--- src/sv/hsl_pkg.sv ---
// shared types for the rgb to hsl pixel pipeline
// no dependencies; imported by every module of the block
`default_nettype none

package hsl_pkg;

   typedef enum logic [1:0] {
      SECT_RED,
      SECT_GREEN,
      SECT_BLUE
   } hsl_sector_type;

   typedef struct packed {
      logic gray;
      logic full;
   } hsl_flags_type;

endpackage

`default_nettype wire

--- src/sv/hsl_prep.sv ---
// front of the pipeline: max/min and hue sector, then lightness, divisors, dividends
// two register stages with valid/ready; depends on hsl_pkg
`default_nettype none

module hsl_prep
   import hsl_pkg::*;
#(
   parameter int CHANNEL_BITS = 8
) (
   input  logic                    clock,
   input  logic                    reset,
   input  logic                    in_valid,
   output logic                    in_ready,
   input  logic [CHANNEL_BITS-1:0] red,
   input  logic [CHANNEL_BITS-1:0] green,
   input  logic [CHANNEL_BITS-1:0] blue,
   output logic                    out_valid,
   input  logic                    out_ready,
   output logic [CHANNEL_BITS:0]   out_lightness,
   output logic [CHANNEL_BITS:0]   out_den,
   output logic [CHANNEL_BITS:0]   out_sat_rem,
   output logic [CHANNEL_BITS+2:0] out_hue_div,
   output logic [CHANNEL_BITS+2:0] out_hue_rem,
   output hsl_flags_type           out_flags
);

   localparam int CB = CHANNEL_BITS;
   localparam logic [CB:0] CH_MAX = {1'b0, {CB{1'b1}}};
   localparam logic [CB:0] TWO_MAX = {{CB{1'b1}}, 1'b0};

   // stage 1 registers
   logic                s1_valid_ff;
   logic [CB-1:0]       s1_max_ff, s1_max_in;
   logic [CB-1:0]       s1_min_ff, s1_min_in;
   logic [CB-1:0]       s1_x_ff, s1_x_in;
   logic [CB-1:0]       s1_y_ff, s1_y_in;
   hsl_sector_type      s1_sector_ff, s1_sector_in;

   // stage 2 registers
   logic                s2_valid_ff;
   logic [CB:0]         s2_light_ff, s2_light_in;
   logic [CB:0]         s2_den_ff, s2_den_in;
   logic [CB:0]         s2_d_ff, s2_d_in;
   logic [CB+2:0]       s2_div_ff, s2_div_in;
   logic [CB+2:0]       s2_num_ff, s2_num_in;
   hsl_flags_type       s2_flags_ff, s2_flags_in;

   logic                s1_load, s2_load;
   logic [CB-1:0]       diff;
   logic [CB+2:0]       d_ext, off_d;

   assign s2_load  = !s2_valid_ff || out_ready;
   assign s1_load  = !s1_valid_ff || s2_load;
   assign in_ready = s1_load;

   // sector select, ties go red then green
   always_comb begin
      priority if (red >= green && red >= blue) begin
         s1_sector_in = SECT_RED;
         s1_max_in    = red;
         s1_x_in      = green;
         s1_y_in      = blue;
      end else if (green >= blue) begin
         s1_sector_in = SECT_GREEN;
         s1_max_in    = green;
         s1_x_in      = blue;
         s1_y_in      = red;
      end else begin
         s1_sector_in = SECT_BLUE;
         s1_max_in    = blue;
         s1_x_in      = red;
         s1_y_in      = green;
      end
      s1_min_in = red;
      if (green < s1_min_in) begin
         s1_min_in = green;
      end
      if (blue < s1_min_in) begin
         s1_min_in = blue;
      end
   end

   always_comb begin
      s2_light_in = {1'b0, s1_max_ff} + {1'b0, s1_min_ff};
      diff        = s1_max_ff - s1_min_ff;
      s2_d_in     = {1'b0, diff};
      s2_den_in   = (s2_light_in <= CH_MAX) ? s2_light_in : TWO_MAX - s2_light_in;
      d_ext       = {3'b000, diff};
      s2_div_in   = (d_ext << 2) + (d_ext << 1);
      unique case (s1_sector_ff)
         SECT_RED:   off_d = (s1_x_ff >= s1_y_ff) ? '0 : s2_div_in;
         SECT_GREEN: off_d = d_ext << 1;
         SECT_BLUE:  off_d = d_ext << 2;
         default:    off_d = '0;
      endcase
      s2_num_in = off_d + {3'b000, s1_x_ff} - {3'b000, s1_y_ff};
      s2_flags_in.gray = (diff == '0);
      s2_flags_in.full = (s2_d_in == s2_den_in);
   end

   always_ff @(posedge clock) begin
      if (reset) begin
         s1_valid_ff <= 1'b0;
         s2_valid_ff <= 1'b0;
      end else begin
         if (s1_load) begin
            s1_valid_ff <= in_valid;
         end
         if (s2_load) begin
            s2_valid_ff <= s1_valid_ff;
         end
      end
   end

   always_ff @(posedge clock) begin
      if (s1_load) begin
         s1_max_ff    <= s1_max_in;
         s1_min_ff    <= s1_min_in;
         s1_x_ff      <= s1_x_in;
         s1_y_ff      <= s1_y_in;
         s1_sector_ff <= s1_sector_in;
      end
      if (s2_load) begin
         s2_light_ff <= s2_light_in;
         s2_den_ff   <= s2_den_in;
         s2_d_ff     <= s2_d_in;
         s2_div_ff   <= s2_div_in;
         s2_num_ff   <= s2_num_in;
         s2_flags_ff <= s2_flags_in;
      end
   end

   assign out_valid     = s2_valid_ff;
   assign out_lightness = s2_light_ff;
   assign out_den       = s2_den_ff;
   assign out_sat_rem   = s2_d_ff;
   assign out_hue_div   = s2_div_ff;
   assign out_hue_rem   = s2_num_ff;
   assign out_flags     = s2_flags_ff;

endmodule

`default_nettype wire

--- src/sv/hsl_div_step.sv ---
// one registered restoring-division step for both saturation and hue quotients
// one quotient bit per instance, valid/ready stage; depends on hsl_pkg
`default_nettype none

module hsl_div_step
   import hsl_pkg::*;
#(
   parameter int CHANNEL_BITS  = 8,
   parameter int FRACTION_BITS = 16
) (
   input  logic                     clock,
   input  logic                     reset,
   input  logic                     in_valid,
   output logic                     in_ready,
   input  logic [CHANNEL_BITS:0]    in_lightness,
   input  logic [CHANNEL_BITS:0]    in_den,
   input  logic [CHANNEL_BITS:0]    in_sat_rem,
   input  logic [FRACTION_BITS-1:0] in_sat_quo,
   input  logic [CHANNEL_BITS+2:0]  in_hue_div,
   input  logic [CHANNEL_BITS+2:0]  in_hue_rem,
   input  logic [FRACTION_BITS-1:0] in_hue_quo,
   input  hsl_flags_type            in_flags,
   output logic                     out_valid,
   input  logic                     out_ready,
   output logic [CHANNEL_BITS:0]    out_lightness,
   output logic [CHANNEL_BITS:0]    out_den,
   output logic [CHANNEL_BITS:0]    out_sat_rem,
   output logic [FRACTION_BITS-1:0] out_sat_quo,
   output logic [CHANNEL_BITS+2:0]  out_hue_div,
   output logic [CHANNEL_BITS+2:0]  out_hue_rem,
   output logic [FRACTION_BITS-1:0] out_hue_quo,
   output hsl_flags_type            out_flags
);

   localparam int CB = CHANNEL_BITS;
   localparam int FB = FRACTION_BITS;

   logic            valid_ff;
   logic            load;
   logic [CB:0]     light_ff;
   logic [CB:0]     den_ff;
   logic [CB:0]     sat_rem_ff, sat_rem_in;
   logic [FB-1:0]   sat_quo_ff, sat_quo_in;
   logic [CB+2:0]   hue_div_ff;
   logic [CB+2:0]   hue_rem_ff, hue_rem_in;
   logic [FB-1:0]   hue_quo_ff, hue_quo_in;
   hsl_flags_type   flags_ff;

   logic [CB+1:0]   sat_shift, sat_sub, den_ext;
   logic [CB+3:0]   hue_shift, hue_sub, div_ext;
   logic            sat_ge, hue_ge;

   assign load     = !valid_ff || out_ready;
   assign in_ready = load;

   always_comb begin
      sat_shift  = {in_sat_rem, 1'b0};
      den_ext    = {1'b0, in_den};
      sat_ge     = (sat_shift >= den_ext);
      sat_sub    = sat_ge ? sat_shift - den_ext : sat_shift;
      sat_rem_in = sat_sub[CB:0];
      sat_quo_in = {in_sat_quo[FB-2:0], sat_ge};

      hue_shift  = {in_hue_rem, 1'b0};
      div_ext    = {1'b0, in_hue_div};
      hue_ge     = (hue_shift >= div_ext);
      hue_sub    = hue_ge ? hue_shift - div_ext : hue_shift;
      hue_rem_in = hue_sub[CB+2:0];
      hue_quo_in = {in_hue_quo[FB-2:0], hue_ge};
   end

   always_ff @(posedge clock) begin
      if (reset) begin
         valid_ff <= 1'b0;
      end else if (load) begin
         valid_ff <= in_valid;
      end
   end

   always_ff @(posedge clock) begin
      if (load) begin
         light_ff   <= in_lightness;
         den_ff     <= in_den;
         sat_rem_ff <= sat_rem_in;
         sat_quo_ff <= sat_quo_in;
         hue_div_ff <= in_hue_div;
         hue_rem_ff <= hue_rem_in;
         hue_quo_ff <= hue_quo_in;
         flags_ff   <= in_flags;
      end
   end

   assign out_valid     = valid_ff;
   assign out_lightness = light_ff;
   assign out_den       = den_ff;
   assign out_sat_rem   = sat_rem_ff;
   assign out_sat_quo   = sat_quo_ff;
   assign out_hue_div   = hue_div_ff;
   assign out_hue_rem   = hue_rem_ff;
   assign out_hue_quo   = hue_quo_ff;
   assign out_flags     = flags_ff;

endmodule

`default_nettype wire

--- src/sv/rgb_to_hsl_pixel_top.sv ---
// top level of the rgb to hsl pixel converter: prep stages, division chain, output register
// depends on hsl_pkg, hsl_prep, hsl_div_step
//
//  channel  ports                                   direction  word
//  req      req_valid req_ready req_*_in            in         one rgb pixel
//  rsp      rsp_valid rsp_ready rsp_hue/sat/light   out        hue, saturation, lightness
//
// one word in per clock when rsp is not stalled
// the division chain yields one quotient bit per stage
// every stage has its own valid bit; a stalled rsp fills empty stages before req_ready drops
// synchronous active-high reset clears all valid bits
`default_nettype none

module rgb_to_hsl_pixel_top
   import hsl_pkg::*;
#(
   parameter int CHANNEL_BITS  = 8,
   parameter int FRACTION_BITS = 16
) (
   input  logic                     clock,
   input  logic                     reset,
   input  logic                     req_valid,
   output logic                     req_ready,
   input  logic [CHANNEL_BITS-1:0]  req_red_in,
   input  logic [CHANNEL_BITS-1:0]  req_green_in,
   input  logic [CHANNEL_BITS-1:0]  req_blue_in,
   output logic                     rsp_valid,
   input  logic                     rsp_ready,
   output logic [FRACTION_BITS-1:0] rsp_hue,
   output logic [FRACTION_BITS-1:0] rsp_saturation,
   output logic [CHANNEL_BITS:0]    rsp_lightness
);

   localparam int CB = CHANNEL_BITS;
   localparam int FB = FRACTION_BITS;

   logic [FB:0]     valid_w;
   logic [FB:0]     ready_w;
   logic [CB:0]     light_w   [0:FB];
   logic [CB:0]     den_w     [0:FB];
   logic [CB:0]     sat_rem_w [0:FB];
   logic [FB-1:0]   sat_quo_w [0:FB];
   logic [CB+2:0]   hue_div_w [0:FB];
   logic [CB+2:0]   hue_rem_w [0:FB];
   logic [FB-1:0]   hue_quo_w [0:FB];
   hsl_flags_type   flags_w   [0:FB];

   logic            rsp_valid_ff;
   logic            out_load;
   logic [FB-1:0]   hue_ff, hue_in;
   logic [FB-1:0]   sat_ff, sat_in;
   logic [CB:0]     light_ff;

   hsl_prep #(
      .CHANNEL_BITS(CB)
   ) u_prep (
      .clock         (clock),
      .reset         (reset),
      .in_valid      (req_valid),
      .in_ready      (req_ready),
      .red           (req_red_in),
      .green         (req_green_in),
      .blue          (req_blue_in),
      .out_valid     (valid_w[0]),
      .out_ready     (ready_w[0]),
      .out_lightness (light_w[0]),
      .out_den       (den_w[0]),
      .out_sat_rem   (sat_rem_w[0]),
      .out_hue_div   (hue_div_w[0]),
      .out_hue_rem   (hue_rem_w[0]),
      .out_flags     (flags_w[0])
   );

   assign sat_quo_w[0] = '0;
   assign hue_quo_w[0] = '0;

   for (genvar i = 0; i < FB; i++) begin : g_div
      hsl_div_step #(
         .CHANNEL_BITS (CB),
         .FRACTION_BITS(FB)
      ) u_step (
         .clock         (clock),
         .reset         (reset),
         .in_valid      (valid_w[i]),
         .in_ready      (ready_w[i]),
         .in_lightness  (light_w[i]),
         .in_den        (den_w[i]),
         .in_sat_rem    (sat_rem_w[i]),
         .in_sat_quo    (sat_quo_w[i]),
         .in_hue_div    (hue_div_w[i]),
         .in_hue_rem    (hue_rem_w[i]),
         .in_hue_quo    (hue_quo_w[i]),
         .in_flags      (flags_w[i]),
         .out_valid     (valid_w[i+1]),
         .out_ready     (ready_w[i+1]),
         .out_lightness (light_w[i+1]),
         .out_den       (den_w[i+1]),
         .out_sat_rem   (sat_rem_w[i+1]),
         .out_sat_quo   (sat_quo_w[i+1]),
         .out_hue_div   (hue_div_w[i+1]),
         .out_hue_rem   (hue_rem_w[i+1]),
         .out_hue_quo   (hue_quo_w[i+1]),
         .out_flags     (flags_w[i+1])
      );
   end

   // output register
   assign out_load   = !rsp_valid_ff || rsp_ready;
   assign ready_w[FB] = out_load;

   always_comb begin
      priority if (flags_w[FB].gray) begin
         hue_in = '0;
         sat_in = '0;
      end else if (flags_w[FB].full) begin
         hue_in = hue_quo_w[FB];
         sat_in = '1;
      end else begin
         hue_in = hue_quo_w[FB];
         sat_in = sat_quo_w[FB];
      end
   end

   always_ff @(posedge clock) begin
      if (reset) begin
         rsp_valid_ff <= 1'b0;
      end else if (out_load) begin
         rsp_valid_ff <= valid_w[FB];
      end
   end

   always_ff @(posedge clock) begin
      if (out_load) begin
         hue_ff   <= hue_in;
         sat_ff   <= sat_in;
         light_ff <= light_w[FB];
      end
   end

   assign rsp_valid      = rsp_valid_ff;
   assign rsp_hue        = hue_ff;
   assign rsp_saturation = sat_ff;
   assign rsp_lightness  = light_ff;

   // input backpressure only when every stage is full and the output is stalled
   a_full_chain : assert property (@(posedge clock) disable iff (reset)
      !req_ready |-> rsp_valid && !rsp_ready)
      else $error("req_ready low while the pipeline still has room");

   // hue dividend stays below its divisor for colored pixels
   a_hue_range : assert property (@(posedge clock) disable iff (reset)
      valid_w[0] && !flags_w[0].gray |-> hue_rem_w[0] < hue_div_w[0])
      else $error("hue dividend not below six times the channel spread");

   // saturation dividend never exceeds its divisor
   a_sat_range : assert property (@(posedge clock) disable iff (reset)
      valid_w[0] && !flags_w[0].gray |-> sat_rem_w[0] <= den_w[0])
      else $error("saturation dividend exceeds its divisor");

endmodule

`default_nettype wire

--- config.mk ---
export PLATFORM = sky130hd
export DESIGN_NAME = rgb_to_hsl_pixel_top
export DESIGN_NICKNAME = d
export VERILOG_FILES = /design/src/sv/hsl_pkg.sv /design/src/sv/hsl_prep.sv /design/src/sv/hsl_div_step.sv /design/src/sv/rgb_to_hsl_pixel_top.sv
export SDC_FILE = /design/constraint.sdc
export NUM_CORES = 2
export LEC_CHECK = 0
export BUFFER_PORTS_ARGS = -buffer_cell sky130_fd_sc_hd__buf_2
export CAP_MARGIN = 20
export CORE_UTILIZATION = 65
export DETAILED_ROUTE_END_ITERATION = 6
export PLACE_DENSITY = 0.82
export SLEW_MARGIN = 20
export SYNTH_ARGS = -nofsm -noshare
export SYNTH_HDL_FRONTEND = slang
export SYNTH_SLANG_ARGS = --single-unit
--- constraint.sdc ---
create_clock -name clock -period 16.85 [get_ports clock]
set_clock_uncertainty 0.2 [all_clocks]
set_input_delay 0.8425 -clock clock [delete_from_list [all_inputs] [get_ports clock]]
set_output_delay 0.8425 -clock clock [all_outputs]
set_load 0.05 [all_outputs]
==> metrics.md <==
| Metric | Value |
|---|---|
| Status | `finished, violations left` |
| Failing checks | `design-rule violations` |
| Final worst-path cycle share | `0.380` |
| Max-cap violations | `0` |
| N_diodes | `0` |
| Layout Utilization | `0.726` |
| Crit-path leading delay family | `simple AND/OR/NAND/NOR gates` |
| DR iter-0 viols | `2,123` |
| CP endpoint kind | `output port` |
| Prevailing post-synth register cell | `edfxtp_1` |
| GR Util All Layers | `0.247` |
| Maximum clock frequency | `156 MHz` |
| Core Region | `80,900 um2` |
| Pin count of the biggest net entering global routing | `78` |
| Post-synthesis register bit count | `1,128` |
| EDFF count, synth | `1,109` |
| Initial cell density of the core | `0.659` |
| CTS tree | `built` |
| Cell Chain, Critical Path | `nor2b_1 > and2_1 > clkinv_1 > buf_4 > nor3_2 > and2_1 > inv_2 > buf_4 > nor2_1 > and2_1 > and3_1 > and4_1 > nand4_1 > buf_4 > buf_2` |
| DRC | `9` |
| Antenna Nets Post-Route | `0` |
| Design Area, Final | `58,800 um2` |
| Hold-fix buffers at CTS | `0` |
| Largest area contributor in the netlist | `edfxtp_1` |
| Max Slew Vio Count | `0` |
| Slowest CP cell | `and4_1` |
| Vias in the first global route | `31.6k` |
| # clock sinks | `1,128` |
| Post-detailed-route via-to-cell ratio | `5.82` |
| Die span in y | `289 um` |
| Area grow syn2layout | `10.2%` |
| Vias | `30.3k` |
| Die width | `289 um` |
| Final setup fails | `0` |
| Most common library cells after synthesis | `edfxtp_1, inv_1, ha_1` |
| Worst-case reg-to-reg path depth | `23` |
| Critical path depth in cells | `15` |
| Clock Tree Buf Depth | `3` |
| Worst path required time | `15.81 ns` |
| Post_cts resized | `0` |
| Initial antenna violation count | `3` |
| Global-route wire length before repair | `162,000 um` |
| Unique cell type count in the Yosys netlist | `72` |
| R2r endpoint | `u_prep.out_hue_rem[10]$_DFFE_PP_` |
| Synth Net Count | `4,334` |
| Min-delay worst type | `reg2reg` |
| Layout cell share with drive strength beyond 1 | `0.103` |
| Crit start category | `flip-flop` |
| Most common cell in the netlist | `edfxtp_1` |
| Ranking of synthesized cells by area | `edfxtp_1, ha_1, inv_1` |
| Mapped Avg Cell Area | `13.7 um2` |
| Slew headroom | `0.234` |
| CP bufs+invs | `6` |
| Syn. warnings | `0` |
| Fin nets | `4,495` |
| IO buf count | `70` |
| R2R Setup Slk | `10.93 ns` |
| Hold path depth | `0` |
| Total CTS buffers | `110` |
| Synth top area share | `0.624` |
| Post-route minimum period | `6.41 ns` |
| Gpl congestion | `0.889` |
| Total iterations of the first detailed-routing run | `7` |
| Worst Hold Path EP | `g_div[11].u_step.out_sat_quo[6]$_DFFE_PP_` |
| Hold Fails Final Rpt | `0` |
| Clock Pin Slew Worst Setup and Hold Paths | `0.06 ns` |
| Critical R2R Launch | `u_prep.s1_max_ff[0]$_DFFE_PP_` |
| Wire per inst | `19.3 um` |
| Hpwl dp | `66,900 um` |
| Grt total ovfl | `0` |
| Full die area | `83,200 um2` |
| Post-Syn Area | `53,400 um2` |
| CP max FO | `70` |
| Worst path max stage delay | `0.48 ns` |
| Worst slack at placement | `10.89 ns` |
| RSZ-0062 raised after global routing | `no` |
| Final WS setup | `10.44 ns` |
| Post-Syn Instances | `3,889` |
| Asr flop ratio synth | `0` |
| H-tree depth | `3` |
| Post-DP Area | `55,000 um2` |
| CP arrival | `5.37 ns` |
| Setup Buffers After CTS | `0` |
| Measured slew at the worst slew-check pin | `1.14 ns` |
| Row Count | `104` |
| CTS root buffer | `clkbuf_16` |
| Worst skew pair latency | `0.72 ns` |
| Setup TNS | `0 ns` |
| WL final | `100,000 um` |
| Hold_sp | `g_div[10].u_step.out_sat_quo[5]$_DFFE_PP_` |
| Sequential fraction of the synthesis area | `0.631` |
| IO Pins | `71` |
| Crit Path Class | `reg2out` |
cells in the final DEF, fill, tap and decap left out, drive strengths merged, types with 28 or more instances in the layout:
master	n
a211oi	28
a21o	185
a21oi	185
and2	28
buf	91
clkbuf	141
clkinv	45
edfxtp	1109
fa	41
ha	376
inv	476
mux2	142
mux2i	74
nand2	105
nand2b	72
nand4	59
nor2	285
nor2b	78
nor3	33
o21a	34
o21ai	133
xnor2	151
xor2	60
metrics by stage:
step / hold WS (ns) / std cells
floorplan: 0.200 / 3889
global placement: 0.200 / 4998
detailed placement: 0.205 / 4998
CTS: 0.147 / 5204
global route: 0.154 / 5204
finish: 0.151 / 5204
logic make-up after synthesis:
group,count (synthesis),share of synthesized area
flops,1128,0.631
simple gates,707,0.0642
compound gates,693,0.0853
buf+inv,516,0.0366
fa+ha+maj,417,0.104
mux,216,0.0439
xor+xnor,212,0.0352
state kept, by name (all words and copies together) (netlist names), 9 cells and up:
register,cells
g_div.u_step.out_den,123
g_div.u_step.out_flags,32
g_div.u_step.out_hue_div,147
g_div.u_step.out_hue_quo,136
g_div.u_step.out_hue_rem,150
g_div.u_step.out_lightness,129
g_div.u_step.out_sat_quo,136
g_div.u_step.out_sat_rem,135
g_div.u_step.out_valid,16
rsp_hue,16
rsp_lightness,9
rsp_saturation,16
u_prep.out_hue_div,9
u_prep.out_hue_rem,11
worst max-delay path by stage:
| stage | from | end | slack [ns] |
|---|---|---|---|
| 6_report | rsp_valid$_SDFFE_PP0P_ | req_ready | 10.44 |
| 5_1_grt | rsp_valid$_SDFFE_PP0P_ | req_ready | 10.15 |
| 4_1_cts | rsp_valid$_SDFFE_PP0P_ | req_ready | 10.40 |
| 3_5_place_dp | u_prep.s1_max_ff[2]$_DFFE_PP_ | u_prep.out_hue_rem[10]$_DFFE_PP_ | 10.89 |
| 3_3_place_gp | u_prep.s1_max_ff[0]$_DFFE_PP_ | u_prep.out_hue_rem[10]$_DFFE_PP_ | 11.05 |
| 2_1_floorplan | rsp_ready | req_ready | 9.87 |
final cells by class:
| type | instances | area, um2 |
|---|---|---|
| clock buffers | 141 | 2900 |
| clock inverters | 65 | 830 |
| fillers | 4975 | 22100 |
| inverters | 474 | 1780 |
| multi-input cells | 2245 | 17800 |
| flip-flops and latches | 1128 | 33700 |
| well taps | 1060 | 1330 |
| repair buffers | 91 | 508 |
routing by layer:
layer  wire length [um]  part of all wire  up-vias  global-route usage
met5                 13           0.00013        -                   0
li1                   -                 -    14439                   -
met1              39800              0.40    14713               0.295
met3               4930             0.049      254              0.0363
met2              52000              0.52      880               0.453
met4               3500             0.035        2              0.0882
Power is left out: the tool's default activity adds up to more than one toggle a clock period on the data nets, which glitch-free logic cannot reach.
